## config.mk

```make
export PLATFORM = sky130hd
export DESIGN_NAME = color_ramp_interpolator
export DESIGN_NICKNAME = d
export VERILOG_FILES = /design/src/hw/rtl/clri_pkg.sv /design/src/hw/rtl/clri_ram.sv /design/src/hw/rtl/clri_blend.sv /design/src/hw/rtl/color_ramp_interpolator.sv
export SDC_FILE = /design/constraint.sdc
export NUM_CORES = 1
export LEC_CHECK = 0
export ABC_AREA = 1
export ABC_CLOCK_PERIOD_IN_PS = 11300
export BUFFER_PORTS_ARGS = -buffer_cell sky130_fd_sc_hd__buf_4
export CELL_PAD_IN_SITES_DETAIL_PLACEMENT = 1
export CELL_PAD_IN_SITES_GLOBAL_PLACEMENT = 2
export CORE_ASPECT_RATIO = 1.75
export CORE_MARGIN = 8
export CORE_UTILIZATION = 25
export DETAILED_ROUTE_END_ITERATION = 7
export PLACE_DENSITY = 0.62
export SLEW_MARGIN = 20
export SYNTH_ARGS = -nofsm -noshare
export SYNTH_HDL_FRONTEND = slang
export SYNTH_SLANG_ARGS = --single-unit
```

## constraint.sdc

```tcl
create_clock -name i_clk -period 11.3 [get_ports i_clk]
set_clock_uncertainty 0.15 [all_clocks]
set_input_delay 1.13 -clock i_clk [delete_from_list [all_inputs] [get_ports i_clk]]
set_output_delay 1.13 -clock i_clk [all_outputs]
set_load 0.01 [all_outputs]
```

## src/hw/rtl/clri_pkg.sv

```systemverilog
`timescale 1ns / 1ps
`default_nettype none

package clri_pkg;

    localparam int CHAN_BITS          = 8;
    localparam int COLOR_BITS         = 3 * CHAN_BITS;
    localparam int COUNT_BITS         = 5;
    localparam int INDEX_BITS         = 4;
    localparam int IN_POS_BITS        = 16;
    localparam int MAX_POINTS_DEF     = 16;
    localparam int POSITION_BITS_DEF  = 16;

    localparam logic OP_WRITE  = 1'b0;
    localparam logic OP_LOOKUP = 1'b1;

endpackage

`default_nettype wire

```

## src/hw/rtl/clri_ram.sv

```systemverilog
`timescale 1ns / 1ps
`default_nettype none

module clri_ram #(
    parameter int WIDTH = 8,
    parameter int DEPTH = 16
) (
    input  wire logic                     i_clk,
    input  wire logic                     i_we,
    input  wire logic [$clog2(DEPTH)-1:0] i_waddr,
    input  wire logic [WIDTH-1:0]         i_wdata,
    input  wire logic [$clog2(DEPTH)-1:0] i_raddr,
    output logic      [WIDTH-1:0]         o_rdata
);

    logic [WIDTH-1:0] r_mem [DEPTH];

    always_ff @(posedge i_clk) begin
        if (i_we) begin
            r_mem[i_waddr] <= i_wdata;
        end
        o_rdata <= r_mem[i_raddr];
    end

endmodule

`default_nettype wire

```

## src/hw/rtl/clri_blend.sv

```systemverilog
`timescale 1ns / 1ps
`default_nettype none

module clri_blend #(
    parameter int POS_BITS = 16
) (
    input  wire logic                          i_clk,
    input  wire logic                          i_rst_n,
    input  wire logic                          i_start,
    input  wire logic [clri_pkg::CHAN_BITS-1:0] i_a,
    input  wire logic [clri_pkg::CHAN_BITS-1:0] i_b,
    input  wire logic [POS_BITS-1:0]           i_d,
    input  wire logic [POS_BITS-1:0]           i_o,
    output logic                               o_done,
    output logic      [clri_pkg::CHAN_BITS-1:0] o_q
);

    import clri_pkg::*;

    localparam int ACC_W  = POS_BITS + CHAN_BITS;
    localparam int STEP_W = $clog2(CHAN_BITS);

    typedef enum logic [3:0] {
        B_IDLE = 4'b0001,
        B_MUL0 = 4'b0010,
        B_MUL1 = 4'b0100,
        B_DIV  = 4'b1000
    } t_bstate;

    t_bstate              r_state, n_state;
    logic [CHAN_BITS-1:0] r_a, r_b;
    logic [POS_BITS-1:0]  r_d, r_dmo, r_o;
    logic [ACC_W-1:0]     r_acc;
    logic [STEP_W-1:0]    r_step;
    logic                 r_done;
    logic [CHAN_BITS-1:0] r_q;

    logic [ACC_W-1:0]     w_mx, w_my, w_prod, w_dsh;
    logic                 w_ge;

    // one multiplier shared by both products
    assign w_mx   = (r_state == B_MUL0) ? ACC_W'(r_a) : ACC_W'(r_b);
    assign w_my   = (r_state == B_MUL0) ? ACC_W'(r_dmo) : ACC_W'(r_o);
    assign w_prod = w_mx * w_my;

    // restoring division, one quotient bit per cycle
    assign w_dsh  = ACC_W'(r_d) << r_step;
    assign w_ge   = (r_acc >= w_dsh);

    always_comb begin
        n_state = r_state;
        unique case (r_state)
            B_IDLE: begin
                if (i_start && (i_d != '0)) begin
                    n_state = B_MUL0;
                end
            end
            B_MUL0: n_state = B_MUL1;
            B_MUL1: n_state = B_DIV;
            B_DIV: begin
                if (r_step == '0) begin
                    n_state = B_IDLE;
                end
            end
            default: n_state = B_IDLE;
        endcase
    end

    always_ff @(posedge i_clk) begin
        if (!i_rst_n) begin
            r_state <= B_IDLE;
            r_done  <= 1'b0;
        end else begin
            r_state <= n_state;
            r_done  <= ((r_state == B_IDLE) && i_start && (i_d == '0))
                    || ((r_state == B_DIV) && (r_step == '0));
        end
    end

    always_ff @(posedge i_clk) begin
        unique case (r_state)
            B_IDLE: begin
                if (i_start) begin
                    r_a    <= i_a;
                    r_b    <= i_b;
                    r_d    <= i_d;
                    r_o    <= i_o;
                    r_dmo  <= i_d - i_o;
                    r_step <= STEP_W'(CHAN_BITS - 1);
                    // zero span gives the start color
                    r_q    <= i_a;
                end
            end
            B_MUL0: r_acc <= w_prod;
            B_MUL1: r_acc <= r_acc + w_prod;
            B_DIV: begin
                if (w_ge) begin
                    r_acc <= r_acc - w_dsh;
                end
                r_q    <= {r_q[CHAN_BITS-2:0], w_ge};
                r_step <= r_step - 1'b1;
            end
            default: ;
        endcase
    end

    assign o_done = r_done;
    assign o_q    = r_q;

endmodule

`default_nettype wire

```

## src/hw/rtl/color_ramp_interpolator.sv

```systemverilog
`timescale 1ns / 1ps
`default_nettype none

// Piecewise linear color ramp. A write transfer (op 0) stores one control point
// (position and RGB) in a table slot; writes to slots at or above MAX_POINTS
// are dropped. A lookup transfer (op 1) scans adjacent point pairs in table
// order, one pair per cycle through the single table read port, and
// interpolates the first pair whose span holds the position, ends inclusive,
// giving found=1; with no match the result is black with found=0. The three
// channels go one after another through one shared multiply and restoring
// divide unit, and after a lookup the block accepts nothing else until its
// result has been taken.
module color_ramp_interpolator #(
    parameter int MAX_POINTS    = clri_pkg::MAX_POINTS_DEF,
    parameter int POSITION_BITS = clri_pkg::POSITION_BITS_DEF
) (
    input  wire logic                             i_clk,
    input  wire logic                             i_rst_n,
    input  wire logic                             i_cfg_we,
    input  wire logic [clri_pkg::COUNT_BITS-1:0]  i_cfg_data,
    input  wire logic                             i_valid,
    output logic                                  o_ready,
    input  wire logic                             i_op,
    input  wire logic [clri_pkg::INDEX_BITS-1:0]  i_index,
    input  wire logic [clri_pkg::IN_POS_BITS-1:0] i_position,
    input  wire logic [clri_pkg::CHAN_BITS-1:0]   i_red_in,
    input  wire logic [clri_pkg::CHAN_BITS-1:0]   i_green_in,
    input  wire logic [clri_pkg::CHAN_BITS-1:0]   i_blue_in,
    output logic                                  o_valid,
    input  wire logic                             i_ready,
    output logic      [clri_pkg::CHAN_BITS-1:0]   o_red_out,
    output logic      [clri_pkg::CHAN_BITS-1:0]   o_green_out,
    output logic      [clri_pkg::CHAN_BITS-1:0]   o_blue_out,
    output logic                                  o_found
);

    import clri_pkg::*;

    localparam int AW      = $clog2(MAX_POINTS);
    localparam int CW      = $clog2(MAX_POINTS + 1);
    localparam int ENTRY_W = POSITION_BITS + COLOR_BITS;

    typedef enum logic [5:0] {
        S_IDLE  = 6'b000001,
        S_PRIME = 6'b000010,
        S_FIRST = 6'b000100,
        S_SCAN  = 6'b001000,
        S_WAIT  = 6'b010000,
        S_OUT   = 6'b100000
    } t_state;

    t_state                   r_state, n_state;
    logic [COUNT_BITS-1:0]    r_point_count;
    logic [POSITION_BITS-1:0] r_pos, r_d, r_o;
    logic [CW-1:0]            r_n;
    logic [AW-1:0]            r_k, r_rd_addr;
    logic [ENTRY_W-1:0]       r_prev;
    logic [COLOR_BITS-1:0]    r_c0, r_c1;
    logic                     r_start;
    logic [1:0]               r_ch;
    logic [CHAN_BITS-1:0]     r_red, r_green, r_blue;
    logic                     r_found;

    logic                     w_accept, w_wr;
    logic [POSITION_BITS-1:0] w_in_pos, w_p0, w_p1;
    logic [CW-1:0]            w_n_lim;
    logic [ENTRY_W-1:0]       w_rdata;
    logic                     w_match, w_last;
    logic [CHAN_BITS-1:0]     w_a, w_b, w_q;
    logic                     w_done;

    assign w_accept = i_valid && o_ready;
    assign w_in_pos = POSITION_BITS'(i_position);
    assign w_wr     = w_accept && (i_op == OP_WRITE) && (32'(i_index) < MAX_POINTS);
    assign w_n_lim  = (32'(r_point_count) > MAX_POINTS) ? CW'(MAX_POINTS)
                                                        : CW'(r_point_count);

    clri_ram #(
        .WIDTH (ENTRY_W),
        .DEPTH (MAX_POINTS)
    ) u_table (
        .i_clk   (i_clk),
        .i_we    (w_wr),
        .i_waddr (AW'(i_index)),
        .i_wdata ({w_in_pos, i_red_in, i_green_in, i_blue_in}),
        .i_raddr (r_rd_addr),
        .o_rdata (w_rdata)
    );

    assign w_p0    = r_prev[ENTRY_W-1 -: POSITION_BITS];
    assign w_p1    = w_rdata[ENTRY_W-1 -: POSITION_BITS];
    assign w_match = (r_pos >= w_p0) && (r_pos <= w_p1);
    assign w_last  = (32'(r_k) + 1 >= 32'(r_n));

    // channel select: red, green, blue
    always_comb begin
        unique case (r_ch)
            2'd0: begin
                w_a = r_c0[3*CHAN_BITS-1 -: CHAN_BITS];
                w_b = r_c1[3*CHAN_BITS-1 -: CHAN_BITS];
            end
            2'd1: begin
                w_a = r_c0[2*CHAN_BITS-1 -: CHAN_BITS];
                w_b = r_c1[2*CHAN_BITS-1 -: CHAN_BITS];
            end
            default: begin
                w_a = r_c0[CHAN_BITS-1:0];
                w_b = r_c1[CHAN_BITS-1:0];
            end
        endcase
    end

    clri_blend #(
        .POS_BITS (POSITION_BITS)
    ) u_blend (
        .i_clk   (i_clk),
        .i_rst_n (i_rst_n),
        .i_start (r_start),
        .i_a     (w_a),
        .i_b     (w_b),
        .i_d     (r_d),
        .i_o     (r_o),
        .o_done  (w_done),
        .o_q     (w_q)
    );

    always_comb begin
        n_state = r_state;
        unique case (r_state)
            S_IDLE: begin
                if (w_accept && (i_op == OP_LOOKUP)) begin
                    n_state = (32'(w_n_lim) < 2) ? S_OUT : S_PRIME;
                end
            end
            S_PRIME: n_state = S_FIRST;
            S_FIRST: n_state = S_SCAN;
            S_SCAN: begin
                if (w_match) begin
                    n_state = S_WAIT;
                end else if (w_last) begin
                    n_state = S_OUT;
                end
            end
            S_WAIT: begin
                if (w_done && (r_ch == 2'd2)) begin
                    n_state = S_OUT;
                end
            end
            S_OUT: begin
                if (i_ready) begin
                    n_state = S_IDLE;
                end
            end
            default: n_state = S_IDLE;
        endcase
    end

    always_ff @(posedge i_clk) begin
        if (!i_rst_n) begin
            r_state       <= S_IDLE;
            r_point_count <= '0;
            r_start       <= 1'b0;
        end else begin
            r_state <= n_state;
            if (i_cfg_we) begin
                r_point_count <= i_cfg_data;
            end
            r_start <= ((r_state == S_SCAN) && w_match)
                    || ((r_state == S_WAIT) && w_done && (r_ch != 2'd2));
        end
    end

    always_ff @(posedge i_clk) begin
        unique case (r_state)
            S_IDLE: begin
                r_pos     <= w_in_pos;
                r_n       <= w_n_lim;
                r_rd_addr <= '0;
                r_k       <= AW'(1);
                r_red     <= '0;
                r_green   <= '0;
                r_blue    <= '0;
                r_found   <= 1'b0;
            end
            S_PRIME: r_rd_addr <= r_rd_addr + 1'b1;
            S_FIRST: begin
                r_prev    <= w_rdata;
                r_rd_addr <= r_rd_addr + 1'b1;
            end
            S_SCAN: begin
                if (w_match) begin
                    r_d     <= w_p1 - w_p0;
                    r_o     <= r_pos - w_p0;
                    r_c0    <= r_prev[COLOR_BITS-1:0];
                    r_c1    <= w_rdata[COLOR_BITS-1:0];
                    r_ch    <= 2'd0;
                    r_found <= 1'b1;
                end else begin
                    r_prev    <= w_rdata;
                    r_k       <= r_k + 1'b1;
                    r_rd_addr <= r_rd_addr + 1'b1;
                end
            end
            S_WAIT: begin
                if (w_done) begin
                    unique case (r_ch)
                        2'd0:    r_red   <= w_q;
                        2'd1:    r_green <= w_q;
                        default: r_blue  <= w_q;
                    endcase
                    r_ch <= r_ch + 1'b1;
                end
            end
            S_OUT: ;
            default: ;
        endcase
    end

    assign o_ready     = (r_state == S_IDLE);
    assign o_valid     = (r_state == S_OUT);
    assign o_red_out   = r_red;
    assign o_green_out = r_green;
    assign o_blue_out  = r_blue;
    assign o_found     = r_found;

    a_no_overlap: assert property (@(posedge i_clk) disable iff (!i_rst_n)
        o_valid |-> !o_ready)
        else $error("input ready while a result is pending");

    a_start_in_wait: assert property (@(posedge i_clk) disable iff (!i_rst_n)
        r_start |-> (r_state == S_WAIT))
        else $error("blend start outside channel sequencing");

    a_done_in_wait: assert property (@(posedge i_clk) disable iff (!i_rst_n)
        w_done |-> (r_state == S_WAIT) && !r_start)
        else $error("blend done while not waiting");

    a_miss_black: assert property (@(posedge i_clk) disable iff (!i_rst_n)
        (o_valid && !o_found) |->
            (o_red_out == '0) && (o_green_out == '0) && (o_blue_out == '0))
        else $error("unmatched lookup not black");

endmodule

`default_nettype wire

```

==> results.md, run 1 <==
* Status: finished clean
* Mapped Area at between 0.04 and 0.05 mm²
* Commonest non-fill, non-tap cell in the layout: edfxtp_1
* Antenna viol nets, final at 0
* # DRC at 0
* Drt total wl at between 100 and 150 mm
* Static Leakage at 19.2 nW
* Max-slew headroom at 0.327
* Total core area at around 0.18 mm²
* Hold buffer count at CTS at 0
* First-pass DRT Iterations at 4
* Die Y at just under 600 µm
* Setup violators final at 0
* Largest net degree at the start of global routing at around 180
* Mux cell area share after synthesis at 0.0250
* Final WS setup at 2.46 ns
* Synth Warn # at 0
* Setup TNS at 0 ns
* GP Congestion at between 0.8 and 0.9
* Vias at 30.3k
* Critical Path Sink Type: flop
* Fin nets at 4331
* Die area at about 0.2 mm²
* Cts bufs inserted at slightly above 90
* Register bit total from synthesis at between 900 and 1k
* Vias per cell at 4.64
* CP Launch Type: flop
* # resized after CTS at 0
* Area grow syn2layout at 13.8%
* First-pass GRT wire length at ~210 mm
* Max Fclk at between 100 and 150 MHz
* Avg Cell Area, Syn at 11.7 µm²
* Most frequent cells in the layout: 915 x edfxtp_1, 524 x nand2_1, 491 x nor2_1, 358 x inv_1, 278 x o21ai_0
* Setup Fix Bufs, Post-CTS at 0
* Max H-tree Level at 3
* Post-Synth XOR/XNOR Area at 0.0127
* Simple logic cell fraction of the synthesized area at 0.115
* Hold Crit Class: reg -> reg
* Synthesized instance count at just under 4k
* Clk root buf: clkbuf_16
* Syn nets at around 4.3k
* Synth cell types at 51
* Seq/Total Area, Yosys at 0.618
* Compound-Gate Fraction of Synth Area at 0.100
* Initial antenna violation count at 10
* Reg2Reg Setup Slack at ~2.5 ns
* Cell taking the most area after synthesis: edfxtp_1
* I/O Pins at just over 80
* R2R cell count at 26
* Dpl ws at around 2.2 ns
* Pwr/cell area at between 150 and 200 mW/mm²
* HPWL Detailed at around 100 mm
* Slew @ Worst Pin at approximately 1 ns
* Peak VDD IR at approximately 0.14 mV
* Post-synth top area share at 0.594
* GRT Total Usage at 0.141
* Remaining Overflow, GRT at 0
* Deepest clock path buffer count at 3
* Number of cells on the worst hold path at 0
* Worst EP required at 11.58 ns
* Post-synth EDFFs at around 920
* Initial core utilization at 0.251
* Clock Sinks at between 900 and 1k
* Crit Path Max Fanout at between 40 and 50
* Adder-cell share of the synthesized area at 0.0828
* Clock latency on the worst-skew pair at about 0.69 ns
* Synth top area cells: edfxtp_1 59%, ha_1 4.4%, nand2_1 4.3%, nor2_1 4.1%, fa_1 3.9%
* Synth Flop Type: edfxtp_1
* CTS tree: done
* FP Rows at roughly 210
* Max_cap viols at 0
* Final Hold Viols at 0
* Vias in the first global route at 33.2k
* Worst Path Class, Setup: reg -> reg
* Drt first-iter violations at 1156
* Post-synth ARST share at 0
* RSZ-0062 raised after global routing: no
* IO Port Bufs at 81
* Largest family of logic cells by synthesized area: simple AND/OR/NAND/NOR gates
* Final Max Slew Viols at 0
* WL per Instance at 22.1 µm
* Layout cell share with drive strength beyond 1 at 0.0744
* WP data arrival at around 9.1 ns
* Die width at ~340 µm
* Clock transition at path regs at 0.08 ns
* Period utilization at 0.782
* Tmin final at 8.84 ns
-- routing by layer --
layer  share of wire  vias to the layer above  GRT usage
li1                -                    14300          -
met1            0.35                    15400      0.137
met2            0.58                      378      0.292
met3           0.021                      243     0.0146
met4           0.049                        2     0.0655
met5        0.000069                        -          0
-- layout make-up --
cell class | count | area, µm²
inverters | 367 | 1380
well taps | 2426 | 3040
diodes | 4 | 10.0
fillers | 20500 | 132000
clock buffers | 131 | 2550
repair buffers | 125 | 976
clock inverters | 43 | 429
flip-flops and latches | 972 | 28600
multi-input cells | 2464 | 15700
-- report_power, final --
group,leakage [nW],switching (W),internal [W]
clock network,1.44,0.00142,0.00167
logic,9.02,0.00171,0.000797
registers,8.78,0.000133,0.00425
-- kinds of logic after synthesis --
family                   Yosys count
AND/OR/NAND/NOR                 1289
XOR/XNOR                          67
adder cells (fa/ha/maj)          253
multiplexers                     115
AO/OA/AOI/OAI                    740
buffers and inverters            524
flip-flops                       972
-- critical path, cell delays in order (launching register included) --
cell and delay, ns:
dfxtp_1 0.36, nor2_1 0.14, nand3_2 0.76, o21ai_0 1.15
nand2_1 0.24, fa_1 0.59, fa_1 0.51, inv_1 0.05
fa_1 0.47, inv_1 0.05, fa_1 0.47, inv_1 0.04
ha_1 0.34, a21oi_1 0.28, a21boi_0 0.60, o21ai_0 0.29
xor2_1 0.26, ha_1 0.43, nand2_1 0.11, nor2_1 0.14
nand2_1 0.06, o21ai_0 0.57, nand2_1 0.18, nand2_1 0.10
nand2_1 0.05, nand3_1 0.08, nand3_1 0.10
-- cell usage after synthesis, types with 21 or more instances --
library cell / count
o221ai_1: 113
inv_1: 361
nor3_1: 21
nand4_1: 30
nor2_1: 508
o32ai_1: 47
nand2_1: 525
o21ai_0: 279
ha_1: 164
buf_2: 26
dfxtp_1: 57
clkbuf_1: 109
xnor2_1: 22
mux2i_1: 113
nand3_1: 160
edfxtp_1: 915
xor2_1: 45
fa_1: 89
o211ai_1: 57
a21oi_1: 155
-- stage by stage --
stage | hold WS [ns] | utilization | std cells | cell area (µm²) | power [W]
finish | 0.264 | 0.285 | 6532 | 52700 | 0.00998
detailed placement | 0.258 | 0.269 | 6354 | 49700 | 0.00706
floorplan | 0.250 | - | 3960 | 46300 | 0.00607
global route | 0.273 | 0.285 | 6530 | 52700 | 0.0105
global placement | 0.253 | 0.269 | 6354 | 49700 | 0.00702
CTS | 0.257 | 0.285 | 6528 | 52700 | 0.0102
-- flip-flops by register name, indices dropped and copies added (netlist names), 6 cells and up --
register         count
o_blue_out           8
r_c1                24
u_blend.o_q          8
u_blend.r_dmo       16
r_o                 16
r_d                 16
u_blend.r_b          8
u_blend.r_o         16
r_prev              40
r_pos               16
u_table.o_rdata     40
o_red_out            8
u_blend.r_acc       24
r_state              6
u_blend.r_d         16
r_c0                24
u_blend.r_a          8
u_table.r_mem      640
o_green_out          8
-- worst paths after layout --
kind	startpoint	to
min reg2reg	u_table.o_rdata[12]	r_c1[12]
max	u_blend.r_state[2]	u_blend.r_acc[18]
max reg2reg	u_blend.r_state[2]	u_blend.r_acc[18]
min	u_table.o_rdata[12]	r_c1[12]
No activity file was read; power rests on OpenSTA's default activity.
==> run 2, diff against run 1 <==
- ABC_AREA: 1 -> 0
- ABC_CLOCK_PERIOD_IN_PS: 11300 -> 8830
- PLACE_DENSITY: 0.62 -> 0.59
- clock period: 11.3 -> 8.83 ns (I/O delays scaled with it)
==> run 2 against run 1 <==
Synthesized area fell by 3.4%; clock power rose by 30%; design area fell by 1.9%; via count fell by 21%; critical path type unchanged; critical endpoint is now u_blend.r_acc[21]; largest cell class unchanged; largest power group unchanged.
==> results.md, run 2 <==
* Period utilization at 0.905
* Status: finished clean
* Mapped Area at ~0.045 mm²
* I/O Pins at between 80 and 90
* Worst EP required at about 9.1 ns
* Hold buffer count at CTS at 0
* Layout cell share with drive strength beyond 1 at 0.189
* Fillcell total at 18.8k
* Drt first-iter violations at around 1.3k
* Clock transition at path regs at approximately 0.060 ns
* Vias per cell at approximately 4.5
* Fin util at 0.290
* Post-Synth XOR/XNOR Area at 0.0181
* Critical Path Sink Type: flop
* Die Y at 575 µm
* WP data arrival at ~8.3 ns
* GRT Total Usage at 0.125
* Initial core utilization at 0.251
* Deepest clock path buffer count at 3
* IO Port Bufs at 81
* Setup violators final at 0
* Number of flip-flops in the largest register at 640
* Vias in the first global route at 27.2k
* Compound-Gate Fraction of Synth Area at 0.0530
* First-pass DRT Iterations at 5
* Vias at around 24k
* Total core area at ~0.18 mm²
* Setup Fix Bufs, Post-CTS at 0
* Most common cell in the netlist: edfxtp_1
* Static Leakage at 17.7 nW
* Pwr/cell area at approximately 240 mW/mm²
* Biggest regs: u_table.r_mem x640, r_prev x40, u_table.o_rdata x40
* Synth Flop Type: edfxtp_1
* RSZ-0062 raised after global routing: no
* Setup TNS at 0 ns
* Die width at between 300 and 400 µm
* Register bit total from synthesis at a little under 1k
* Largest net degree at the start of global routing at between 100 and 150
* Crit Path Max Fanout at 30
* # resized after CTS at 0
* Post-synth EDFFs at ~920
* Worst Path Class, Setup: reg -> reg
* Synth Warn # at 0
* Max H-tree Level at 3
* Peak VDD IR at about 0.14 mV
* Remaining Overflow, GRT at 0
* Biggest register: u_table.r_mem
* Max Fclk at 125 MHz
* Cell taking the most area after synthesis: edfxtp_1
* Synth cell types at roughly 80
* Total power at 0.0122 W
* Synth top area cells: edfxtp_1 61%, mux4_2 10%, ha_1 4.6%, fa_1 4.0%, dfxtp_1 2.6%
* Drt total wl at 122 mm
* First-pass GRT wire length at 180 mm
* Clock Sinks at a little under 1k
* Area grow syn2layout at 15.7%
* Clock latency on the worst-skew pair at about 0.69 ns
* HPWL Detailed at about 82 mm
* Multi-input logic area at 0.0152 mm²
* Synthesized instance count at about 2.8k
* Tmin final at approximately 8 ns
* Hold Slack at around 0.27 ns
* CP max stage delay at ~0.5 ns
* Adder-cell share of the synthesized area at 0.0858
* Antenna viol nets, final at 0
* Fin nets at 3246
* CP Launch Type: flop
* Storage cell area at about 0.029 mm²
* Syn nets at slightly above 3k
* Hold Crit Class: reg -> reg
* Initial antenna violation count at 7
* Commonest non-fill, non-tap cell in the layout: edfxtp_1
* Simple logic cell fraction of the synthesized area at 0.0603
* Final Hold Viols at 0
* Die area at just under 0.2 mm²
* FP Rows at between 200 and 250
* Post-synth ARST share at 0
* GP Congestion at between 0.7 and 0.8
* # DRC at 0
* Most instantiated cells after synthesis: 915 x edfxtp_1, 206 x mux4_2, 195 x nor2_1
* Post-synth top area share at 0.615
* CTS tree: done
* Final Max Slew Viols at 0
* Seq/Total Area, Yosys at 0.640
* Final WS setup at approximately 0.84 ns
* Avg Cell Area, Syn at 16.1 µm²
* Most frequent cells in the layout: 915 x edfxtp_1, 206 x mux4_2, 185 x inv_1, 183 x nor2_1, 164 x ha_1
* WL per Instance at approximately 23 µm
* Largest family of logic cells by synthesized area: multiplexers
* Dpl ws at roughly 0.74 ns
* Max_cap viols at 0
* Clk root buf: clkbuf_16
* Cts bufs inserted at 94
* Max-slew headroom at 0.327
* CP max stage cell: dfxtp_1
* Slew @ Worst Pin at roughly 1.0 ns
* Mux cell area share after synthesis at 0.119
-- run 2: cell count changes in the layout (fill, tap and decap cells not counted), moves of 36 or more --
| cell | before | now |
|---|---|---|
| nand2_1 | 524 | 137 |
| nor2_1 | 491 | 183 |
| mux4_2 | 0 | 206 |
| o21ai_0 | 278 | 75 |
| inv_1 | 358 | 185 |
| nand3_1 | 160 | 25 |
| o221ai_1 | 113 | 5 |
| a21oi_1 | 154 | 82 |
| mux2i_1 | 113 | 47 |
| o211ai_1 | 57 | 4 |
| o32ai_1 | 47 | 0 |
| xnor2_1 | 22 | 69 |
| nand2b_1 | 0 | 36 |
-- run 2: cell families (layout without fill, tap and decap cells) --
logic type      Yosys count  count (layout)
mux                     271             271
xor+xnor                 91              91
compound gates          354             354
flops                   972             972
other cells               0               3
buf+inv                 274             509
fa+ha+maj               253             253
simple gates            564             564
-- run 2: path summary, 6_finish.rpt --
path	start	end	slack, ns	depth (start not counted)
max	u_blend.r_state[1]	u_blend.r_acc[21]	0.84	28
min	r_prev[8]	r_c0[8]	0.27	0
max reg2reg	u_blend.r_state[1]	u_blend.r_acc[21]	0.84	28
min reg2reg	r_prev[8]	r_c0[8]	0.27	0
-- run 2: worst max-delay path: cells and delay by family, from the launching register on --
family	cells	cell delay, ns
simple gates	4	0.80
flops	1	0.49
xor+xnor	2	0.53
mux	1	0.22
compound gates	10	2.04
buf+inv	5	0.83
fa+ha+maj	6	2.62
-- run 2: report_power, final --
| part | total [W] | switching (W) | internal (W) | leakage [nW] |
|---|---|---|---|---|
| combinational | 0.00262 | 0.00139 | 0.00123 | 7.47 |
| sequential | 0.00562 | 0.000184 | 0.00544 | 8.78 |
| clock | 0.00399 | 0.00185 | 0.00214 | 1.46 |
| total | 0.0122 | 0.00342 | 0.00881 | 17.7 |
-- run 2: per-stage QoR --
step | cell area, µm² | std cells
after floorplan | 44700 | 2779
after global placement | 48600 | 5222
after detailed placement | 48700 | 5222
after CTS | 51700 | 5394
after global routing | 51700 | 5395
final | 51700 | 5397
-- run 2: per-layer routing --
layer	GRT usage	wire (µm)	vias up
met5	0	65	-
met4	0.0465	4290	10
met3	0.0180	3450	154
met2	0.259	72100	300
met1	0.121	41900	12600
li1	-	-	11000
-- run 2: cell type report --
class	instances	share of cell area
clock inverters	50	0.0101
flip-flops and latches	972	0.554
repair buffers	150	0.0225
inverters	187	0.0136
diodes	3	0.000145
well taps	2380	0.0576
multi-input cells	1533	0.294
clock buffers	122	0.0487
==> run 3, diff against run 2 <==
--- a/constraint.sdc
+++ b/constraint.sdc
@@ -3,3 +3,3 @@
 set_input_delay 0.883 -clock i_clk [delete_from_list [all_inputs] [get_ports i_clk]]
 set_output_delay 0.883 -clock i_clk [all_outputs]
-set_load 0.01 [all_outputs]
+set_load 0.1 [all_outputs]
==> run 3 against run 2 <==
Design area grew 0.45%; maximum frequency shrank 1.5%; core utilization grew 0.13 points; wire length grew 0.20%; critical endpoint unchanged; clock-buffer cell count grew 2; critical path depth shrank 2; highest routed layer unchanged; sequential share of layout area shrank 0.25 points; die area is the same; cell count is essentially flat; register-to-register slack lost 0.12 ns.
==> results.md, run 3 (synthesis results as in run 2) <==
* I/O Pins at 82
* Reg2Reg Setup Slack at about 0.7 ns
* Clk root buf: clkbuf_16
* Setup violators final at 0
* Critical Path Sink Type: flop
* Final Max Slew Viols at 0
* Worst reg2reg startpoint: u_blend.r_state[1]
* Largest net degree at the start of global routing at 107
* HPWL Detailed at roughly 83 mm
* Status: finished clean
* Crit Path Max Fanout at 30
* Finished Cell Area at between 0.05 and 0.06 mm²
* GP Congestion at ~0.77
* IO Port Bufs at a little over 80
* Worst Path Class, Setup: reg -> reg
* Slew @ Worst Pin at around 1.0 ns
* RSZ-0062 raised after global routing: no
* Area grow syn2layout at 16.2%
* First-pass DRT Iterations at 4
* Deepest clock path buffer count at 3
* Dpl ws at between 0.6 and 0.7 ns
* Biggest register: u_table.r_mem
* Final Hold Viols at 0
* Number of flip-flops in the largest register at 640
* Hold Crit Class: reg -> reg
* Final WS setup at a little over 0.7 ns
* FP Rows at 205
* First-pass GRT wire length at about 180 mm
* Clock transition at path regs at approximately 0.07 ns
* Period utilization at 0.919
* Biggest regs: u_table.r_mem x640, r_prev x40, u_table.o_rdata x40
* Number of cells on the worst hold path at 0
* Max H-tree Level at 3
* Max_cap viols at 0
* Total core area at ~0.18 mm²
* Commonest non-fill, non-tap cell in the layout: edfxtp_1
* Initial antenna violation count at 9
* CP Launch Type: flop
* Antenna viol nets, final at 0
* Setup TNS at 0 ns
* R2r endpoint: u_blend.r_acc[21]
* Hold endpoint: r_c0[5]
* Dpl cells at 5221
* Clock latency on the worst-skew pair at slightly above 0.7 ns
* Fin util at 0.292
* R2R cell count at 26
* Final cell count without fillers at about 5.4k
* Max Fclk at around 120 MHz
* Layout cell share with drive strength beyond 1 at 0.192
* Vias at approximately 24k
* # resized after CTS at 0
* Die Y at 575 µm
* Most frequent cells in the layout: 915 x edfxtp_1, 206 x mux4_2, 185 x inv_1, 183 x nor2_1, 164 x ha_1
* CTS tree: done
* Tmin final at ~8.1 ns
* Vias per cell at approximately 4.5
* Remaining Overflow, GRT at 0
* Setup Fix Bufs, Post-CTS at 0
* Min-delay src: r_prev[5]
* Die width at 336 µm
* Initial core utilization at 0.251
* Static Leakage at 17.8 nW
* Drt total wl at between 100 and 150 mm
* # DRC at 0
* WL per Instance at 22.6 µm
* Vias in the first global route at 27.4k
* Drt first-iter violations at 1169
* Max-slew headroom at 0.302
* Die area at 0.193 mm²
* Peak VDD IR at 0.171 mV
* Clock Sinks at around 1000
* Worst EP required at approximately 9.1 ns
* GRT Total Usage at 0.125
* Fin nets at 3246
* DP Area at about 0.049 mm²
* Cts bufs inserted at 95
* Pwr/cell area at between 200 and 250 mW/mm²
* WP data arrival at 8.37 ns
* Hold buffer count at CTS at 0
-- run 3: cell types whose count changed in the layout (fill, tap and decap cells not counted), sizes merged --
cell and delta:
inv +1, clkinvlp -4, buf -1, clkinv -1
clkbuf +2, bufinv +6
-- run 3: area by class of cell --
type / instances / area, µm²
fill: 18800 / 126000
sequential: 972 / 28600
multi-input combinational: 1533 / 15200
tap: 2380 / 2980
clock buffer: 124 / 2600
timing repair buffer: 149 / 1170
inverter: 187 / 703
clock inverter: 52 / 669
antenna: 3 / 7.51
-- run 3: worst max-delay path by stage --
stage,from,end,slack (ns)
floorplan,u_blend.r_state[1],u_blend.r_acc[22],1.24
global placement,u_blend.r_state[1],u_blend.r_acc[21],0.64
detailed placement,u_blend.r_state[1],u_blend.r_acc[21],0.63
CTS,u_blend.r_state[1],u_blend.r_acc[21],0.60
global route,u_blend.r_state[1],u_blend.r_acc[21],0.17
finish,u_blend.r_state[1],u_blend.r_acc[21],0.72
-- run 3: metal layers --
layer | global-route usage | routed length (µm) | share of wire | vias up
li1 | - | - | - | 10900
met1 | 0.122 | 42200 | 0.35 | 12700
met2 | 0.256 | 71700 | 0.59 | 336
met3 | 0.0179 | 3570 | 0.029 | 196
met4 | 0.0482 | 4500 | 0.037 | 10
met5 | 0 | 69 | 0.00057 | -
-- run 3: through the flow --
step	hold slack, ns	power, W
floorplan	0.250	0.00783
global placement	0.251	0.00880
detailed placement	0.257	0.00883
global route	0.278	0.0134
CTS	0.239	0.0131
finish	0.269	0.0129
-- run 3: report_power, final --
group | internal (W) | switching (W)
clock | 0.00237 | 0.00186
sequential | 0.00544 | 0.000194
combinational | 0.00123 | 0.00175
total | 0.00905 | 0.00380
-- run 3: worst max-delay path: stages (launching register included) --
cell      delay, ns
dfxtp_1        0.49
nor4b_2        0.37
buf_12         0.26
mux2i_1        0.21
buf_4          0.23
nor2_1         0.09
fa_1           0.45
fa_1           0.50
inv_1          0.06
fa_1           0.49
fa_1           0.49
inv_1          0.04
ha_1           0.33
o21ai_0        0.15
o21ai_0        0.36
nor2b_1        0.27
o21a_1         0.18
a31o_2         0.17
xor2_1         0.21
ha_1           0.36
and2_1         0.19
a22o_1         0.21
a211oi_1       0.60
o21ai_0        0.33
a31oi_1        0.30
xor2_1         0.18
o221ai_1       0.12
